--- src/design/ipwrb_pkg.sv ---
package ipwrb_pkg;

  localparam int FractionBits = 16;

  localparam int SampleW = 12;
  localparam int ErrW    = SampleW + 1;
  localparam int DiffW   = ErrW + 1;
  localparam int GainW   = 16;
  localparam int ProdW   = GainW + DiffW + 1;
  localparam int DeltaW  = ProdW + 1 - 4;
  localparam int ActionW = FractionBits;
  localparam int SumW    = ((ActionW > DeltaW) ? ActionW : DeltaW) + 2;
  localparam int BandW   = SampleW + 2;
  localparam int OutW    = 16;

  localparam logic [ActionW-1:0] ActionMax =
    ActionW'(((64'd4 << FractionBits) + 64'd2) / 64'd5);

  localparam int CfgIdxW  = 2;
  localparam int CfgDataW = 16;

  typedef enum logic [CfgIdxW-1:0] {
    CFG_SETPOINT = 2'd0,
    CFG_KP       = 2'd1,
    CFG_KI       = 2'd2,
    CFG_BAND     = 2'd3
  } cfg_idx_e;

  typedef struct packed {
    logic signed [7:0] setpoint;
    logic [GainW-1:0]  kp;
    logic [GainW-1:0]  ki;
    logic [7:0]        band;
  } cfg_t;

  typedef struct packed {
    logic [ActionW-1:0]    action;
    logic signed [ErrW-1:0] err;
    logic                  relay_first;
    logic                  relay_second;
  } loop_state_t;

endpackage

--- src/design/incremental_pi_with_relay_band.sv ---
// Path: an accepted sample goes into the input register and its result into the
// result register; the PI update and relay decision sit between the two.
// Throughput: one sample per cycle while the output is not stalled; the loop state is closed by a single register.
// Reset: asynchronous, active low; clears the loop state, both relays off,
// loads the default gains, setpoint and band, and empties both registers.
module incremental_pi_with_relay_band (
  input  logic                                   clk_i,
  input  logic                                   rst_ni,
  input  logic                                   in_valid_i,
  output logic                                   in_stall_o,
  input  logic signed [ipwrb_pkg::SampleW-1:0]   temperature_sample_i,
  output logic                                   out_valid_o,
  input  logic                                   out_stall_i,
  output logic [ipwrb_pkg::OutW-1:0]             action_level_o,
  output logic [ipwrb_pkg::OutW-1:0]             fan_drive_o,
  output logic                                   relay_first_on_o,
  output logic                                   relay_second_on_o,
  input  logic                                   cfg_valid_i,
  output logic                                   cfg_ready_o,
  input  logic [ipwrb_pkg::CfgIdxW-1:0]          cfg_index_i,
  input  logic [ipwrb_pkg::CfgDataW-1:0]         cfg_data_i
);

  ipwrb_pkg::cfg_t                         cfg;
  ipwrb_pkg::loop_state_t                  state_q;
  ipwrb_pkg::loop_state_t                  state_d;
  logic                                    in_valid_q;
  logic signed [ipwrb_pkg::SampleW-1:0]    sample_q;
  logic                                    out_valid_q;
  logic [ipwrb_pkg::ActionW-1:0]           fan_q;
  logic                                    advance;

  ipwrb_regs u_regs (
    .clk_i       (clk_i),
    .rst_ni      (rst_ni),
    .cfg_valid_i (cfg_valid_i),
    .cfg_ready_o (cfg_ready_o),
    .cfg_index_i (cfg_index_i),
    .cfg_data_i  (cfg_data_i),
    .cfg_o       (cfg)
  );

  ipwrb_core u_core (
    .cfg_i    (cfg),
    .sample_i (sample_q),
    .state_i  (state_q),
    .state_o  (state_d)
  );

  assign advance    = in_valid_q && (!out_valid_q || !out_stall_i);
  assign in_stall_o = in_valid_q && !advance;

  always_ff @(posedge clk_i or negedge rst_ni) begin
    if (!rst_ni) begin
      in_valid_q  <= 1'b0;
      out_valid_q <= 1'b0;
      state_q     <= '0;
    end else begin
      if (!in_stall_o) begin
        in_valid_q <= in_valid_i;
      end
      if (advance) begin
        out_valid_q <= 1'b1;
        state_q     <= state_d;
      end else if (!out_stall_i) begin
        out_valid_q <= 1'b0;
      end
    end
  end

  always_ff @(posedge clk_i) begin
    if (in_valid_i && !in_stall_o) begin
      sample_q <= temperature_sample_i;
    end
    if (advance) begin
      fan_q <= ipwrb_pkg::ActionMax - state_d.action;
    end
  end

  assign out_valid_o       = out_valid_q;
  assign action_level_o    = ipwrb_pkg::OutW'(state_q.action);
  assign fan_drive_o       = ipwrb_pkg::OutW'(fan_q);
  assign relay_first_on_o  = state_q.relay_first;
  assign relay_second_on_o = state_q.relay_second;

endmodule

--- src/design/ipwrb_regs.sv ---
module ipwrb_regs (
  input  logic                            clk_i,
  input  logic                            rst_ni,
  input  logic                            cfg_valid_i,
  output logic                            cfg_ready_o,
  input  logic [ipwrb_pkg::CfgIdxW-1:0]   cfg_index_i,
  input  logic [ipwrb_pkg::CfgDataW-1:0]  cfg_data_i,
  output ipwrb_pkg::cfg_t                 cfg_o
);

  ipwrb_pkg::cfg_t cfg_q;

  assign cfg_ready_o = 1'b1;
  assign cfg_o       = cfg_q;

  always_ff @(posedge clk_i or negedge rst_ni) begin
    if (!rst_ni) begin
      cfg_q.setpoint <= 8'sd0;
      cfg_q.kp       <= 16'd13107;
      cfg_q.ki       <= 16'd590;
      cfg_q.band     <= 8'd32;
    end else if (cfg_valid_i && cfg_ready_o) begin
      case (ipwrb_pkg::cfg_idx_e'(cfg_index_i))
        ipwrb_pkg::CFG_SETPOINT: cfg_q.setpoint <= $signed(cfg_data_i[7:0]);
        ipwrb_pkg::CFG_KP:       cfg_q.kp       <= cfg_data_i;
        ipwrb_pkg::CFG_KI:       cfg_q.ki       <= cfg_data_i;
        ipwrb_pkg::CFG_BAND:     cfg_q.band     <= cfg_data_i[7:0];
        default: ;
      endcase
    end
  end

endmodule

--- src/design/ipwrb_core.sv ---
module ipwrb_core (
  input  ipwrb_pkg::cfg_t                        cfg_i,
  input  logic signed [ipwrb_pkg::SampleW-1:0]   sample_i,
  input  ipwrb_pkg::loop_state_t                 state_i,
  output ipwrb_pkg::loop_state_t                 state_o
);

  logic signed [ipwrb_pkg::ErrW-1:0]    sp_ext;
  logic signed [ipwrb_pkg::ErrW-1:0]    err;
  logic signed [ipwrb_pkg::DiffW-1:0]   diff;
  logic signed [ipwrb_pkg::ProdW-1:0]   prod_p;
  logic signed [ipwrb_pkg::ProdW-1:0]   prod_i;
  logic signed [ipwrb_pkg::ProdW:0]     sum;
  logic signed [ipwrb_pkg::DeltaW-1:0]  delta;
  logic signed [ipwrb_pkg::SumW-1:0]    action_full;
  logic signed [ipwrb_pkg::BandW-1:0]   temp_ext;
  logic signed [ipwrb_pkg::BandW-1:0]   sp_band;
  logic signed [ipwrb_pkg::BandW-1:0]   band_ext;
  logic signed [ipwrb_pkg::BandW-1:0]   low;
  logic signed [ipwrb_pkg::BandW-1:0]   high;

  always_comb begin
    sp_ext = ipwrb_pkg::ErrW'($signed({cfg_i.setpoint, 4'b0000}));
    err    = ipwrb_pkg::ErrW'(sample_i) - sp_ext;
    diff   = ipwrb_pkg::DiffW'(err) - ipwrb_pkg::DiffW'(state_i.err);
    prod_p = $signed({1'b0, cfg_i.kp}) * diff;
    prod_i = $signed({1'b0, cfg_i.ki}) * err;
    sum    = (ipwrb_pkg::ProdW+1)'(prod_p) + (ipwrb_pkg::ProdW+1)'(prod_i >>> 1);
    delta  = ipwrb_pkg::DeltaW'(sum >>> 4);
    action_full = $signed(ipwrb_pkg::SumW'({1'b0, state_i.action}))
                + ipwrb_pkg::SumW'(delta);

    if (action_full > $signed(ipwrb_pkg::SumW'({1'b0, ipwrb_pkg::ActionMax}))) begin
      state_o.action = ipwrb_pkg::ActionMax;
    end else if (action_full < 0) begin
      state_o.action = '0;
    end else begin
      state_o.action = ipwrb_pkg::ActionW'(action_full);
    end
    state_o.err = err;

    temp_ext = ipwrb_pkg::BandW'(sample_i);
    sp_band  = ipwrb_pkg::BandW'(sp_ext);
    band_ext = $signed(ipwrb_pkg::BandW'({1'b0, cfg_i.band}));
    low      = sp_band - band_ext;
    high     = sp_band + band_ext;

    if (temp_ext <= low) begin
      state_o.relay_first  = 1'b1;
      state_o.relay_second = 1'b1;
    end else if (temp_ext < high) begin
      state_o.relay_first  = 1'b0;
      state_o.relay_second = 1'b1;
    end else if (temp_ext > high) begin
      state_o.relay_first  = 1'b0;
      state_o.relay_second = 1'b0;
    end else begin
      state_o.relay_first  = state_i.relay_first;
      state_o.relay_second = state_i.relay_second;
    end
  end

endmodule
--- config.mk ---
export PLATFORM = sky130hd
export DESIGN_NAME = incremental_pi_with_relay_band
export DESIGN_NICKNAME = d
export VERILOG_FILES = /design/src/design/ipwrb_pkg.sv /design/src/design/incremental_pi_with_relay_band.sv /design/src/design/ipwrb_regs.sv /design/src/design/ipwrb_core.sv
export SDC_FILE = /design/constraint.sdc
export NUM_CORES = 1
export LEC_CHECK = 0
export BUFFER_PORTS_ARGS = -buffer_cell sky130_fd_sc_hd__buf_4
export CAP_MARGIN = 0
export CORE_ASPECT_RATIO = 0.7
export CORE_MARGIN = 2
export CORE_UTILIZATION = 50
export DETAILED_ROUTE_END_ITERATION = 10
export GPL_ROUTABILITY_DRIVEN = 0
export GPL_TIMING_DRIVEN = 0
export PLACE_DENSITY_LB_ADDON = 0.3
export SETUP_SLACK_MARGIN = 0.02
export SYNTH_ARGS = -nofsm -noshare
export SYNTH_HDL_FRONTEND = slang
export SYNTH_SLANG_ARGS = --single-unit
--- constraint.sdc ---
create_clock -name clk_i -period 26.7 [get_ports clk_i]
set_input_delay 0 -clock clk_i [delete_from_list [all_inputs] [get_ports clk_i]]
set_output_delay 0 -clock clk_i [all_outputs]
set_load 0.05 [all_outputs]
# [Word level (Yosys, flattened, before mapping)]
# Index checks and enable logic that the tools add are counted.
[totals] reg_bits=109 in_bits=35 out_inout_bits=37 word_cells=52
[classes] addsub=7 mul=2 magnitude_cmp=5 n_eq_ne=4 n_mux=7 n_reduce_logical=15
[ops] cell="31-bit by 29-bit adder with 32-bit output" count=1
[ops] cell="16-bit two-way mux" count=2
[ops] cell="17-bit by 14-bit multiplier with 31-bit output" count=1
[ops] cell="17-bit by 13-bit multiplier with 30-bit output" count=1
[ops] cell="17-bit by 28-bit adder with 29-bit output" count=1
[ops] cell="29-bit by 17-bit greater-than comparator with 1-bit output (second input constant)" count=1
[ops] cell="29-bit by 1-bit less-than comparator with 1-bit output (second input constant)" count=1
[ops] cell="16-bit subtractor (first input constant)" count=1
[ops] cell="13-bit by 13-bit subtractor with 14-bit output" count=1
[ops] cell="12-bit by 9-bit adder with 13-bit output" count=1
[ops] cell="12-bit by 13-bit greater-than comparator with 1-bit output" count=1
[ops] cell="12-bit by 13-bit <= comparator with 1-bit output" count=1
[ops] cell="12-bit by 13-bit less-than comparator with 1-bit output" count=1
[ops] cell="12-bit by 12-bit subtractor with 13-bit output" count=1
[ops] cell="12-bit by 9-bit subtractor with 13-bit output" count=1
[ops] cell="2-bit AND reduction" count=5
[ops] cell="2-bit two-way mux" count=3
[ops] cell="2-bit == test (second input constant)" count=2
[ops] cell="1-bit zero test" count=4
[ops] cell="1-bit logical AND" count=3
[ops] cell="3-bit nonzero test" count=1
[ops] cell="2-bit by 1-bit == test with 1-bit output (second input constant)" count=1
[ops] cell="2-bit zero test" count=1
[ops] cell="1-bit two-way mux" count=2
[ops] cell="other kinds (2)" count=2

# [Depth between registers and ports, before layout]
[depth] word_depth=9 mapped_depth=66 depth_no_buf=64

# [Hierarchy]
# From an unflattened synthesis, not the netlist that was laid out.
[unflattened] cells_unflattened=2479 hier_area_um2=22897.0
[modules_own_cells] module="ipwrb_core" instances=1 cells_each=2216 area_per_inst_um2=18585.3 seq_area_each_um2=0.0
[modules_own_cells] module="incremental_pi_with_relay_band" instances=1 cells_each=159 area_per_inst_um2=2476.1 seq_area_each_um2=1666.6
[modules_own_cells] module="ipwrb_regs" instances=1 cells_each=104 area_per_inst_um2=1835.5 seq_area_each_um2=1218.7

# [Worst setup path after synthesis]
# No wires, ideal clock.
[synth_path] kind="flip-flop to flip-flop" start="reg u_regs.cfg_q, in the netlist u_regs.cfg_o[41]" end="reg fan_q, in the netlist fan_drive_o[11], data pin" setup_time_ns=0.255 t_arrival_ns=14.673 t_required_ns=26.445 slack_ns=11.771 stages_incl_launch_ff=65 n_path_buf=3 synth_period_minus_slack_ns=14.929 path_cell_list="dfrtp_1 -> inv_1 -> ha_1 -> nor2b_1 -> o21ai_0 -> nand2b_1 -> a21o_1 -> a21o_1 -> a21o_1 -> a21oi_1 -> xnor2_1 -> clkbuf_1 -> nand2_1 -> fa_1 -> fa_1 -> inv_1 -> fa_1 -> fa_1 -> [29 not listed] -> a41oi_1 -> o21a_1 -> nor2_1 -> nand4_2 -> and2_1 -> o21ai_1 -> a2111oi_4 -> and2_1 -> buf_6 -> nand2_1 -> clkbuf_1 -> nor2_1 -> ha_1 -> inv_1 -> a31oi_1 -> a31oi_1 -> or3_1 -> a31o_1"
[synth_rtl] element="start, declared" line="ipwrb_regs.sv:11" source="ipwrb_pkg::cfg_t cfg_q;"
[synth_rtl] element="end signal, assigned" line="incremental_pi_with_relay_band.sv:76" source="fan_q <= ipwrb_pkg::ActionMax - state_d.action;"
[synth_rtl] element="end, declared" line="incremental_pi_with_relay_band.sv:30" source="logic [ipwrb_pkg::ActionW-1:0] fan_q;"

==> results_dict.tcl <==
set metrics [dict create \
    status "completed" \
    start_util_pct 51.08 \
    synth-seq-cells 109 \
    post_cts_buffers 0 \
    core_mm2 0.04538 \
    syn2layout_area_growth_pct 8.383 \
    maxCapViolations 0 \
    via_count 18845 \
    cts_tree "built" \
    cts-root-buf "clkbuf_16" \
    syn_area_per_cell_um2 8.936 \
    r2r_setup_slack_ns 8.20 \
    cts_hold_buffers 32 \
    cp_common_cell "fa_1" \
    yosysUniqueCellTypes 84 \
    worst-r2r-cell-count 64 \
    critPathCaptureType "register" \
    port_buffers 70 \
    rows 65 \
    die-area_mm2 0.04813 \
    yosys-top-cells-area "fa_1 31%, ha_1 15%, inv_1 8.0%" \
    worstPathArrival_ns 18.65 \
    synthArstFlopShare_pct 74.31 \
    endpoint "fan_drive_o[11]" \
    start_kind "register" \
    slew_viol_final 0 \
    wl_per_cell_um 19.53 \
    die_h_um 184.1 \
    synthFlopType "dfrtp_1" \
    dp_hpwl_mm 55.24 \
    drive_gt1_share_pct 7.965 \
    cp_slowest_cell "xnor2_1" \
    crit_start "u_regs.cfg_o[41]" \
    setup_viol 0 \
    yosys.area.top_type_share_pct 30.57 \
    hold_viol_final 0 \
    critPathTopFamily "adder cells" \
    drt_first_pass_iters 7 \
    r2r_start "u_regs.cfg_o[41]" \
    worstReg2RegEnd "fan_drive_o[11]" \
    path_clk_slew_ns 0.09 \
    ys_warn_count 0 \
    syn-cell-area_mm2 0.02318 \
    wl_mm 64.82 \
    critPathKind "register to register" \
    yosys.area.top_type "fa_1" \
    min_period_ns 18.50 \
    syn_inst 2594 \
    grt_usage_pct 27.79 \
    synth_nets 3263 \
    grt_max_degree 82 \
    die_x_um 261.3 \
    clk_path_buf_depth 2 \
    cp_num_buf_inv 11 \
    final_net_count 3376 \
    ys_seq_area_share_pct 12.45 \
    cp_slowest_stage_delay_ns 1.07 \
    setup-tns-final_ns 0 \
    pin_count 72 \
    grt_overflow 0 \
    grt_pass1_vias 18652 \
    tightest_slew_ns 1.395 \
    grt_pass1_wl_mm 102.0 \
    clock_latency_ns 0.39 \
    routed_via_density 5.676 \
    rsz0062_at_grt "no" \
    crit_path_max_fanout 10 \
    period_share_pct 69.29 \
    drc_errors 0 \
    critical_path_depth 64 \
    antenna_found_initial 2 \
    ant_nets 0 \
    htreeDepth 3 \
    synth_edf_count 28 \
    drt_iter0_markers 1647 \
    ctsResizeCount 0 \
    max_freq_mhz 54.05 \
    cts_made_buffers 9 \
    cts.sinks 109 \
    required_ns 26.85 \
    slew_headroom_pct 6.354 \
    hold_path.class "primary input to register" \
    fin_skew_ns 0.01944 \
]
## routing by layer
metal  vias to the layer above  GRT usage, %  wire [µm]
met5                         -        0.6173          0
met4                         0         5.023       1191
met3                        98         10.15       8415
met2                       956         39.47      26550
met1                      9364         40.68      28670
li1                       8427             -          -
## sequential cells by signal (all words and copies together) (netlist names), 12 cells and up
| name | count |
|---|---|
| fan_drive_o | 16 |
| sample_q | 12 |
| state_q | 13 |
| u_regs.cfg_o | 48 |
| action_level_o | 16 |
## synth_stat cells, types with 3 or more instances
master / n
and3_1: 14
o21ai_0: 75
o211ai_1: 11
a211oi_2: 3
a21o_1: 21
a211oi_1: 12
inv_1: 491
nor2_1: 91
buf_4: 17
a221oi_1: 4
o2111ai_1: 4
a41oi_1: 3
edfxtp_1: 28
nand3b_1: 4
dfstp_2: 14
or3_1: 12
nand2_1: 343
nor3b_1: 5
clkbuf_1: 77
mux2_2: 41
xor2_1: 27
o31ai_1: 10
buf_2: 11
nor3_1: 27
ha_1: 280
o21bai_1: 20
a31o_1: 4
and2_1: 137
xnor2_1: 74
o21a_1: 33
o21ai_1: 11
a21oi_1: 69
or2_2: 27
nand4_1: 17
nand2b_1: 22
fa_1: 354
o31a_1: 6
nand3_1: 25
dfrtp_1: 67
nor2b_1: 31
a22oi_1: 3
a31oi_1: 13
## layout by cell type (no fill, tap or decap), drive strengths merged, types with 21 or more instances in the layout
cell,count
a21oi,69
nor3,27
nand2,343
o21ai,87
xnor2,74
nor2b,31
and2,137
o21a,33
buf,102
clkbuf,86
ha,280
a21o,21
or2,29
nor2,91
dlygate4sd3,32
nand3,25
nand2b,22
mux2,41
dfrtp,67
fa,354
edfxtp,28
xor2,27
inv,493
## metrics by stage
step                instance area, µm²  cells  util (%)  hold WS (ns)  worst slack, ns
floorplan                        23180   2594         -       -0.2956            11.77
global placement                 24460   3267     53.90        0.1782            8.873
detailed placement               24460   3267     53.90        0.1794            8.778
CTS                              25110   3315     55.33      0.003713            8.711
global route                     25110   3315     55.33       0.06203            7.580
finish                           25120   3320     55.36       0.02480            8.199
## worst min-delay path, cell delays in order
cell and delay (ns):
buf_4 0.10, nor3b_1 0.12, nand2_1 0.09, o21ai_0 0.06
## cells by family (layout without fill, tap and decap cells)
logic type               after synthesis  in the layout  synth area share, %
AND/OR/NAND/NOR                      768            768                16.00
adder cells (fa/ha/maj)              634            634                45.69
buffers and inverters                601            719                10.13
AO/OA/AOI/OAI                        337            337                9.819
flip-flops                           109            109                12.45
XOR/XNOR                             101            101                3.816
multiplexers                          43             43                2.078
other                                  1              6              0.01618
## layout make-up
type	instances	area (µm²)
Fill cell	4103	20260
Multi-Input combinational cell	1884	17950
Sequential cell	109	2885
Inverter	492	1847
Timing Repair Buffer	102	845.8
Tap cell	603	754.5
Buffer	109	503.0
Clock buffer	9	225.2
Clock inverter	7	103.9
Antenna cell	5	12.51
## how the worst min path moves through the flow
stage	from	to	slack (ns)	cells after the start
2_1_floorplan	rst_ni	action_level_o[0]	-0.30	0
3_3_place_gp	temperature_sample_i[8]	sample_q[8]	0.18	1
3_5_place_dp	temperature_sample_i[10]	sample_q[10]	0.18	1
4_1_cts	cfg_index_i[0]	u_regs.cfg_o[43]	0.004	4
5_1_grt	cfg_index_i[1]	u_regs.cfg_o[43]	0.06	4
6_report	cfg_index_i[0]	u_regs.cfg_o[43]	0.02	4
Power is not shown: default switching activity piles up to over one toggle a cycle in this logic, so the estimate is an artifact.
